[config.mk]
export PLATFORM = sky130hd
export DESIGN_NAME = bmh_sift
export DESIGN_NICKNAME = d
export VERILOG_FILES = /design/src/rtl/core/bmh_pkg.sv /design/src/rtl/core/bmh_sift.sv
export SDC_FILE = /design/constraint.sdc
export NUM_CORES = 1
export LEC_CHECK = 0
export ABC_CLOCK_PERIOD_IN_PS = 4100
export BUFFER_PORTS_ARGS = -buffer_cell sky130_fd_sc_hd__buf_4
export CAP_MARGIN = 20
export CORE_ASPECT_RATIO = 0.75
export CORE_MARGIN = 4
export CORE_UTILIZATION = 51
export CTS_CLUSTER_SIZE = 40
export DETAILED_ROUTE_END_ITERATION = 6
export PLACE_DENSITY_LB_ADDON = 0.15
export SKIP_CTS_REPAIR_TIMING = 1
export SLEW_MARGIN = 20
export SYNTH_ARGS = -nofsm -noshare
export SYNTH_HDL_FRONTEND = slang
export SYNTH_SLANG_ARGS = --single-unit
[constraint.sdc]
create_clock -name aclk -period 4.1 [get_ports aclk]
set_input_delay 0.205 -clock aclk [delete_from_list [all_inputs] [get_ports aclk]]
set_output_delay 0.205 -clock aclk [all_outputs]
set_load 0.05 [all_outputs]
[src/rtl/core/bmh_pkg.sv]
// ----------------------------------------------------------------------------
// bmh_pkg - shared types and constants of the binary min-heap queue
// Capacity, index widths, payload structs, status codes and sequencer states.
// ----------------------------------------------------------------------------
package bmh_pkg;

    localparam int CAPACITY = 1024;
    localparam int ADDR_W   = $clog2(CAPACITY);
    localparam int COUNT_W  = $clog2(CAPACITY + 1);
    // wide enough for the right child index of the deepest node
    localparam int IDX_W    = ADDR_W + 2;
    localparam int DATA_W   = 32;

    typedef logic signed [DATA_W-1:0] data_t;
    typedef logic [ADDR_W-1:0]        addr_t;
    typedef logic [COUNT_W-1:0]       count_t;
    typedef logic [IDX_W-1:0]         idx_t;

    typedef enum logic {
        FUNC_INSERT = 1'b0,
        FUNC_REMOVE = 1'b1
    } func_t;

    typedef enum logic [1:0] {
        STATUS_OK    = 2'd0,
        STATUS_EMPTY = 2'd1,
        STATUS_FULL  = 2'd2
    } status_t;

    localparam data_t EMPTY_VALUE = -32'sd1;

    typedef struct packed {
        func_t func;
        data_t value;
    } in_item_t;

    typedef struct packed {
        data_t   removed_value;
        status_t status;
        count_t  count;
        data_t   min_value;
        logic    is_empty;
    } out_item_t;

    typedef struct packed {
        logic  we;
        addr_t waddr;
        data_t wdata;
        logic  re;
        addr_t raddr;
    } mem_req_t;

    typedef struct packed {
        logic    done;
        data_t   removed_value;
        status_t status;
    } sift_res_t;

    typedef enum logic [2:0] {
        ST_IDLE,
        ST_LAST,
        ST_UP_CHK,
        ST_UP_CMP,
        ST_DN_L,
        ST_DN_R,
        ST_DN_CMP
    } state_t;

endpackage

[src/rtl/core/bmh_sift.sv]
// ----------------------------------------------------------------------------
// bmh_sift - insert / remove sequencer
// Walks the heap one level at a time, moving a hole
// instead of swapping, and tracks the element count.
// ----------------------------------------------------------------------------
module bmh_sift (
    input  logic                aclk,
    input  logic                aresetn,
    input  logic                start,
    input  bmh_pkg::in_item_t   item,
    input  bmh_pkg::data_t      rdata,
    input  bmh_pkg::data_t      root,
    output logic                idle,
    output bmh_pkg::count_t     count,
    output bmh_pkg::mem_req_t   req,
    output bmh_pkg::sift_res_t  res
);

    bmh_pkg::state_t  state_reg, state_next;
    bmh_pkg::addr_t   pos_reg, pos_next;
    bmh_pkg::data_t   x_reg, x_next;
    bmh_pkg::data_t   lval_reg, lval_next;
    bmh_pkg::count_t  count_reg, count_next;
    bmh_pkg::data_t   removed_reg, removed_next;
    bmh_pkg::status_t status_reg, status_next;

    bmh_pkg::idx_t    l_idx, r_idx;
    bmh_pkg::addr_t   parent;
    logic             has_l, has_r;
    logic             take_l, take_r;
    logic             full, empty;

    assign l_idx  = {1'b0, pos_reg, 1'b1};
    assign r_idx  = l_idx + bmh_pkg::IDX_W'(1);
    assign has_l  = l_idx < bmh_pkg::IDX_W'(count_reg);
    assign has_r  = r_idx < bmh_pkg::IDX_W'(count_reg);
    assign parent = (pos_reg - bmh_pkg::ADDR_W'(1)) >> 1;
    assign full   = count_reg == bmh_pkg::COUNT_W'(bmh_pkg::CAPACITY);
    assign empty  = count_reg == '0;

    // shared comparator: left wins ties, a missing right child never wins
    assign take_l = (lval_reg <= x_reg) && (!has_r || (lval_reg <= rdata));
    assign take_r = has_r && (rdata <= x_reg) && (rdata <= lval_reg);

    always_ff @(posedge aclk) begin
        if (!aresetn) begin
            state_reg <= bmh_pkg::ST_IDLE;
            count_reg <= '0;
        end else begin
            state_reg <= state_next;
            count_reg <= count_next;
        end
    end

    always_ff @(posedge aclk) begin
        pos_reg     <= pos_next;
        x_reg       <= x_next;
        lval_reg    <= lval_next;
        removed_reg <= removed_next;
        status_reg  <= status_next;
    end

    // next state
    always_comb begin
        state_next = state_reg;
        case (state_reg)
            bmh_pkg::ST_IDLE: begin
                if (start) begin
                    if (item.func == bmh_pkg::FUNC_INSERT) begin
                        if (!full) begin
                            state_next = bmh_pkg::ST_UP_CHK;
                        end
                    end else if (count_reg > bmh_pkg::COUNT_W'(1)) begin
                        state_next = bmh_pkg::ST_LAST;
                    end
                end
            end
            bmh_pkg::ST_LAST:   state_next = bmh_pkg::ST_DN_L;
            bmh_pkg::ST_UP_CHK: begin
                state_next = (pos_reg == '0) ? bmh_pkg::ST_IDLE : bmh_pkg::ST_UP_CMP;
            end
            bmh_pkg::ST_UP_CMP: begin
                state_next = (rdata >= x_reg) ? bmh_pkg::ST_UP_CHK : bmh_pkg::ST_IDLE;
            end
            bmh_pkg::ST_DN_L:   state_next = has_l ? bmh_pkg::ST_DN_R : bmh_pkg::ST_IDLE;
            bmh_pkg::ST_DN_R:   state_next = bmh_pkg::ST_DN_CMP;
            bmh_pkg::ST_DN_CMP: begin
                state_next = (take_l || take_r) ? bmh_pkg::ST_DN_L : bmh_pkg::ST_IDLE;
            end
            default:            state_next = bmh_pkg::ST_IDLE;
        endcase
    end

    // datapath and memory requests
    always_comb begin
        pos_next     = pos_reg;
        x_next       = x_reg;
        lval_next    = lval_reg;
        count_next   = count_reg;
        removed_next = removed_reg;
        status_next  = status_reg;
        req          = '0;
        res.done     = 1'b0;
        case (state_reg)
            bmh_pkg::ST_IDLE: begin
                if (start) begin
                    if (item.func == bmh_pkg::FUNC_INSERT) begin
                        removed_next = '0;
                        if (full) begin
                            status_next = bmh_pkg::STATUS_FULL;
                            res.done    = 1'b1;
                        end else begin
                            status_next = bmh_pkg::STATUS_OK;
                            pos_next    = count_reg[bmh_pkg::ADDR_W-1:0];
                            x_next      = item.value;
                            count_next  = count_reg + bmh_pkg::COUNT_W'(1);
                        end
                    end else if (empty) begin
                        removed_next = bmh_pkg::EMPTY_VALUE;
                        status_next  = bmh_pkg::STATUS_EMPTY;
                        res.done     = 1'b1;
                    end else begin
                        removed_next = root;
                        status_next  = bmh_pkg::STATUS_OK;
                        count_next   = count_reg - bmh_pkg::COUNT_W'(1);
                        pos_next     = '0;
                        // fetch the last element; it becomes the new root
                        req.re       = 1'b1;
                        req.raddr    = count_next[bmh_pkg::ADDR_W-1:0];
                        res.done     = count_reg == bmh_pkg::COUNT_W'(1);
                    end
                end
            end
            bmh_pkg::ST_LAST: begin
                x_next = rdata;
            end
            bmh_pkg::ST_UP_CHK: begin
                if (pos_reg == '0) begin
                    req.we    = 1'b1;
                    req.waddr = pos_reg;
                    req.wdata = x_reg;
                    res.done  = 1'b1;
                end else begin
                    req.re    = 1'b1;
                    req.raddr = parent;
                end
            end
            bmh_pkg::ST_UP_CMP: begin
                req.we    = 1'b1;
                req.waddr = pos_reg;
                if (rdata >= x_reg) begin
                    // pull the parent down into the hole
                    req.wdata = rdata;
                    pos_next  = parent;
                end else begin
                    req.wdata = x_reg;
                    res.done  = 1'b1;
                end
            end
            bmh_pkg::ST_DN_L: begin
                if (has_l) begin
                    req.re    = 1'b1;
                    req.raddr = l_idx[bmh_pkg::ADDR_W-1:0];
                end else begin
                    req.we    = 1'b1;
                    req.waddr = pos_reg;
                    req.wdata = x_reg;
                    res.done  = 1'b1;
                end
            end
            bmh_pkg::ST_DN_R: begin
                lval_next = rdata;
                if (has_r) begin
                    req.re    = 1'b1;
                    req.raddr = r_idx[bmh_pkg::ADDR_W-1:0];
                end
            end
            bmh_pkg::ST_DN_CMP: begin
                req.we    = 1'b1;
                req.waddr = pos_reg;
                if (take_l) begin
                    req.wdata = lval_reg;
                    pos_next  = l_idx[bmh_pkg::ADDR_W-1:0];
                end else if (take_r) begin
                    req.wdata = rdata;
                    pos_next  = r_idx[bmh_pkg::ADDR_W-1:0];
                end else begin
                    req.wdata = x_reg;
                    res.done  = 1'b1;
                end
            end
            default: begin
                req = '0;
            end
        endcase
        res.removed_value = removed_next;
        res.status        = status_next;
    end

    assign idle  = state_reg == bmh_pkg::ST_IDLE;
    assign count = count_reg;

endmodule

# Word-level counts from Yosys, hierarchy flattened
# Cells that the tools add are included.
# Widths: inputs -> output; s select.
[word_totals] input_bits=100 elab_cells=108 regBits=122 out_inout_bits=101
[op_classes] n_eq_ne=18 order_cmp=8 n_reduce_logical=15 addsub=4 muxes=56
[ops] operator="$mux 32" n=10
[ops] operator="$pmux 43 s4" n=1
[ops] operator="$le 32x32->1" n=4
[ops] operator="$mux 11" n=9
[ops] operator="$mux 43" n=2
[ops] operator="$mux 10" n=7
[ops] operator="$pmux 32 s2" n=1
[ops] operator="$pmux 11 s4" n=1
[ops] operator="$ge 32x32->1" n=1
[ops] operator="$pmux 10 s3" n=1
[ops] operator="$pmux 3 s7" n=1
[ops] operator="$mux 3" n=6
[ops] operator="$add 11x1->12 const B" n=1
[ops] operator="$lt 12x11->1" n=1
[ops] operator="$mux 2" n=6
[ops] operator="$ne 2x2->1 const B" n=6
[ops] operator="$add 11x1->11 const B" n=1
[ops] operator="$eq 11x1->1 const B" n=1
[ops] operator="$eq 11x11->1 const B" n=1
[ops] operator="$gt 11x1->1 const B" n=1
[ops] operator="$logic_not 11->1" n=1
[ops] operator="$lt 11x11->1" n=1
[ops] operator="$sub 11x1->11 const B" n=1
[ops] operator="$logic_not 10->1" n=1
[ops] operator="other kinds (17)" n=35

# Depth between registers and ports, before layout
[logic_depth] word_depth=8 ltp_mapped=18 mapped_depth_nobuf=15

# Least setup slack after synthesis
# No wires, ideal clock.
[synth_timing] kind="register to output" start="register pos_reg[2]" end="output req[4] in the netlist's numbering" arrival_time_ns=4.705 slack_ns=-0.810 stages_incl_launch_ff=16 t_required_ns=3.895 n_path_buf=2 cell_sequence="edfxtp_1 clkbuf_1 and3_1 nand3_1 nor2_1 nand3_1 xnor2_1 ha_1 nand2_1 a21oi_1 o31ai_1 o211ai_1 nor2_1 nand2_1 clkbuf_1 o311ai_0"
[synth_rtl] element="start, declared" line_no="bmh_sift.sv:20" source="bmh_pkg::addr_t pos_reg, pos_next;"
[synth_rtl] element="start signal, assigned" line_no="bmh_sift.sv:56" source="pos_reg <= pos_next;"
[synth_rtl] element="end, declared" line_no="bmh_sift.sv:15" source="output bmh_pkg::mem_req_t req,"

==> impl_metrics.py <==
metrics = {
    "die": {
        "rows": 43,
        "fp.dieArea_um2": 21600,
        "start_util": 0.526,
        "die_w_um": 168,
        "core_um2": 18700,
        "io_pins": 201,
        "die_h_um": 128,
    },
    "worst_setup_path": {
        "critPathArrivalTime_ns": 3.81,
        "critPathMaxFanout": 16,
        "worstPathRequired_ns": 3.89,
        "critPathCaptureType": "output pin",
        "worst-setup-path-type": "flop to output pin",
        "worstSetupStartpointType": "flop",
    },
    "synthesis": {
        "async_reset_ff_frac": 0,
        "syn_area_per_cell_um2": 8.59,
        "ys_ff_latch": 122,
        "synth-main-ff-cell": "edfxtp_1",
        "yosysTopAreaCell": "edfxtp_1",
        "synth_warnings": 0,
        "netlist.area_leader.share": 0.226,
        "ys_types": 69,
        "synth_area_um2": 9840,
        "yosysSeqAreaShare": 0.323,
        "yosys-top-cells-area": "edfxtp_1 (23%), ha_1 (15%), dfxtp_1 (9.8%)",
        "synth_edf_count": 74,
        "syn_inst": 1145,
        "synth_nets": 1366,
    },
    "final_layout": {
        "drive_gt1_frac": 0.265,
        "nFillCells": 1566,
        "area_growth_pct": 28.9,
        "final_cell_mix": "buf_4 (237), o21ai_0 (135), ha_1 (120)",
        "num_antenna_cells": 0,
        "final_common_cell": "buf_4",
        "final_nets": 1565,
    },
    "power_and_ir_drop": {
        "p_leak_nw": 5.49,
        "vdd_drop_max_v": 0.000593,
        "power.total_mw": 10.2,
        "powerDensity_nw_per_um2": 803,
    },
    "detailed_routing": {
        "firstDrtPassIters": 5,
        "wl_per_cell_um": 19.6,
        "vias": 9777,
        "drt-initial-drc-count": 1112,
        "drc": 0,
        "totalWireLength_um": 31500,
        "ant_nets": 0,
        "vias_per_cell": 6.10,
    },
    "global_route": {
        "grt_overflow": 0,
        "grt.total_usage": 0.275,
        "grt_pass1_wl_um": 48000,
        "grt_pass1_vias": 8920,
        "grt_start_max_net_pins": 71,
        "antenna_found_initial": 0,
    },
    "timing": {
        "finalMaxSlewViolations": 0,
        "skew_ns": 0.0100,
        "fin_crit_ns": 4.02,
        "slew_headroom": 0.407,
        "max_freq_ghz": 0.249,
        "final-setup-viol-count": 0,
        "finalHoldViolCount": 0,
        "worstMarginPinSlew_ns": 0.890,
        "whs_ns": 0.00831,
        "fin_crit_sh": 0.980,
    },
    "cts": {
        "clkLatencyLatePin_ns": 0.42,
        "cts_buffers": 17,
        "cts.path.max_buffers": 2,
        "cts_tree": "built",
        "cts_sinks": 122,
        "cts-root-buf": "clkbuf_16",
        "cts.clk_slew.worst_paths_ns": 0.06,
        "htreeDepth": 4,
    },
    "placement": {
        "gp_congestion": 0.956,
        "port_buffers": 200,
        "dp_hpwl_um": 22300,
    },
    "hold_path": {
        "holdCritPathClass": "primary input to flop",
    },
    "flow_run": {
        "drv_cap": 0,
    },
    "status": {
        "status": "completed",
    },
}
==> cell usage after synthesis (20+ instances only) <==
| master | instances |
|---|---|
| nor3_1 | 20 |
| xnor2_1 | 29 |
| nand2_1 | 85 |
| nand4_1 | 23 |
| inv_1 | 86 |
| mux2_2 | 32 |
| and3_1 | 37 |
| a21oi_1 | 99 |
| dfxtp_1 | 48 |
| clkbuf_1 | 43 |
| o21ai_0 | 136 |
| o211ai_1 | 38 |
| edfxtp_1 | 74 |
| a22oi_1 | 35 |
| nand3_1 | 21 |
| ha_1 | 121 |
| nor2_1 | 48 |
==> stage by stage <==
step / TNS, ns / worst slack (ns) / util / instance area (µm²) / instances
floorplan: -1.01 / -0.228 / - / 9850 / 1145
finish: 0 / 0.0825 / 0.677 / 12700 / 1604
detailed placement: 0 / 0.283 / 0.621 / 11600 / 1552
global placement: 0 / 0.378 / 0.621 / 11600 / 1552
global route: -0.00394 / -0.00394 / 0.677 / 12700 / 1604
CTS: -3.73 / -0.165 / 0.654 / 12200 / 1584
==> worst paths after layout <==
path	startpoint	endpoint	slack, ns	cells after the start
max	x_reg[15]$_DFFE_PP_	req[15]	0.08	15
min	rdata[21]	lval_reg[21]$_DFFE_PN_	0.008	1
max reg2reg	lval_reg[31]$_DFFE_PN_	pos_reg[8]$_DFFE_PP_	0.43	14
min reg2reg	removed_reg[31]$_DFF_P_	removed_reg[31]$_DFF_P_	0.47	2
==> worst max-delay path: stages, from the launching register on <==
cell and delay [ns]:
edfxtp_1 0.38, inv_1 0.17, ha_1 0.28, a21oi_1 0.25, a211oi_1 0.13, a2111oi_1 0.43
buf_4 0.18, a211oi_1 0.08, o32ai_2 0.32, a31oi_4 0.11, nor3_4 0.20, buf_4 0.16
buf_8 0.19, a22oi_2 0.11, o211ai_1 0.14, buf_4 0.25
==> power breakdown <==
| part | internal, mW | leakage [nW] | switching, mW |
|---|---|---|---|
| Sequential | 1.78 | 1.09 | 0.285 |
| Combinational | 2.21 | 4.10 | 4.33 |
| Clock | 0.934 | 0.307 | 0.656 |
==> cells by family (layout without fill, tap and decap cells) <==
logic type                 Yosys count  count (layout)  share of synthesized area
buffers and inverters              155             366                     0.0637
AOI/OAI and AO/OA                  385             385                      0.238
muxes                               34              35                     0.0392
DFF                                122             122                      0.323
adders and majority gates          121             121                      0.154
xor gates and xnor gates            35              35                     0.0312
and+or+nand+nor                    293             293                      0.150
==> area by class of cell <==
type	count	area, µm²	area share
well taps	247	309	0.0244
flip-flops and latches	122	3180	0.251
clock inverters	13	144	0.0113
multi-input cells	869	6280	0.495
clock buffers	19	475	0.0375
inverters	87	327	0.0257
repair buffers	247	1970	0.155
==> routing by layer <==
metal / vias to the layer above / share of wire / GRT usage
met3: 40 / 0.091 / 0.0617
li1: 4663 / - / -
met1: 4612 / 0.46 / 0.404
met4: 0 / 0.016 / 0.0639
met5: - / 0 / 0
met2: 462 / 0.44 / 0.414
Power figures use the tool's default switching activity.
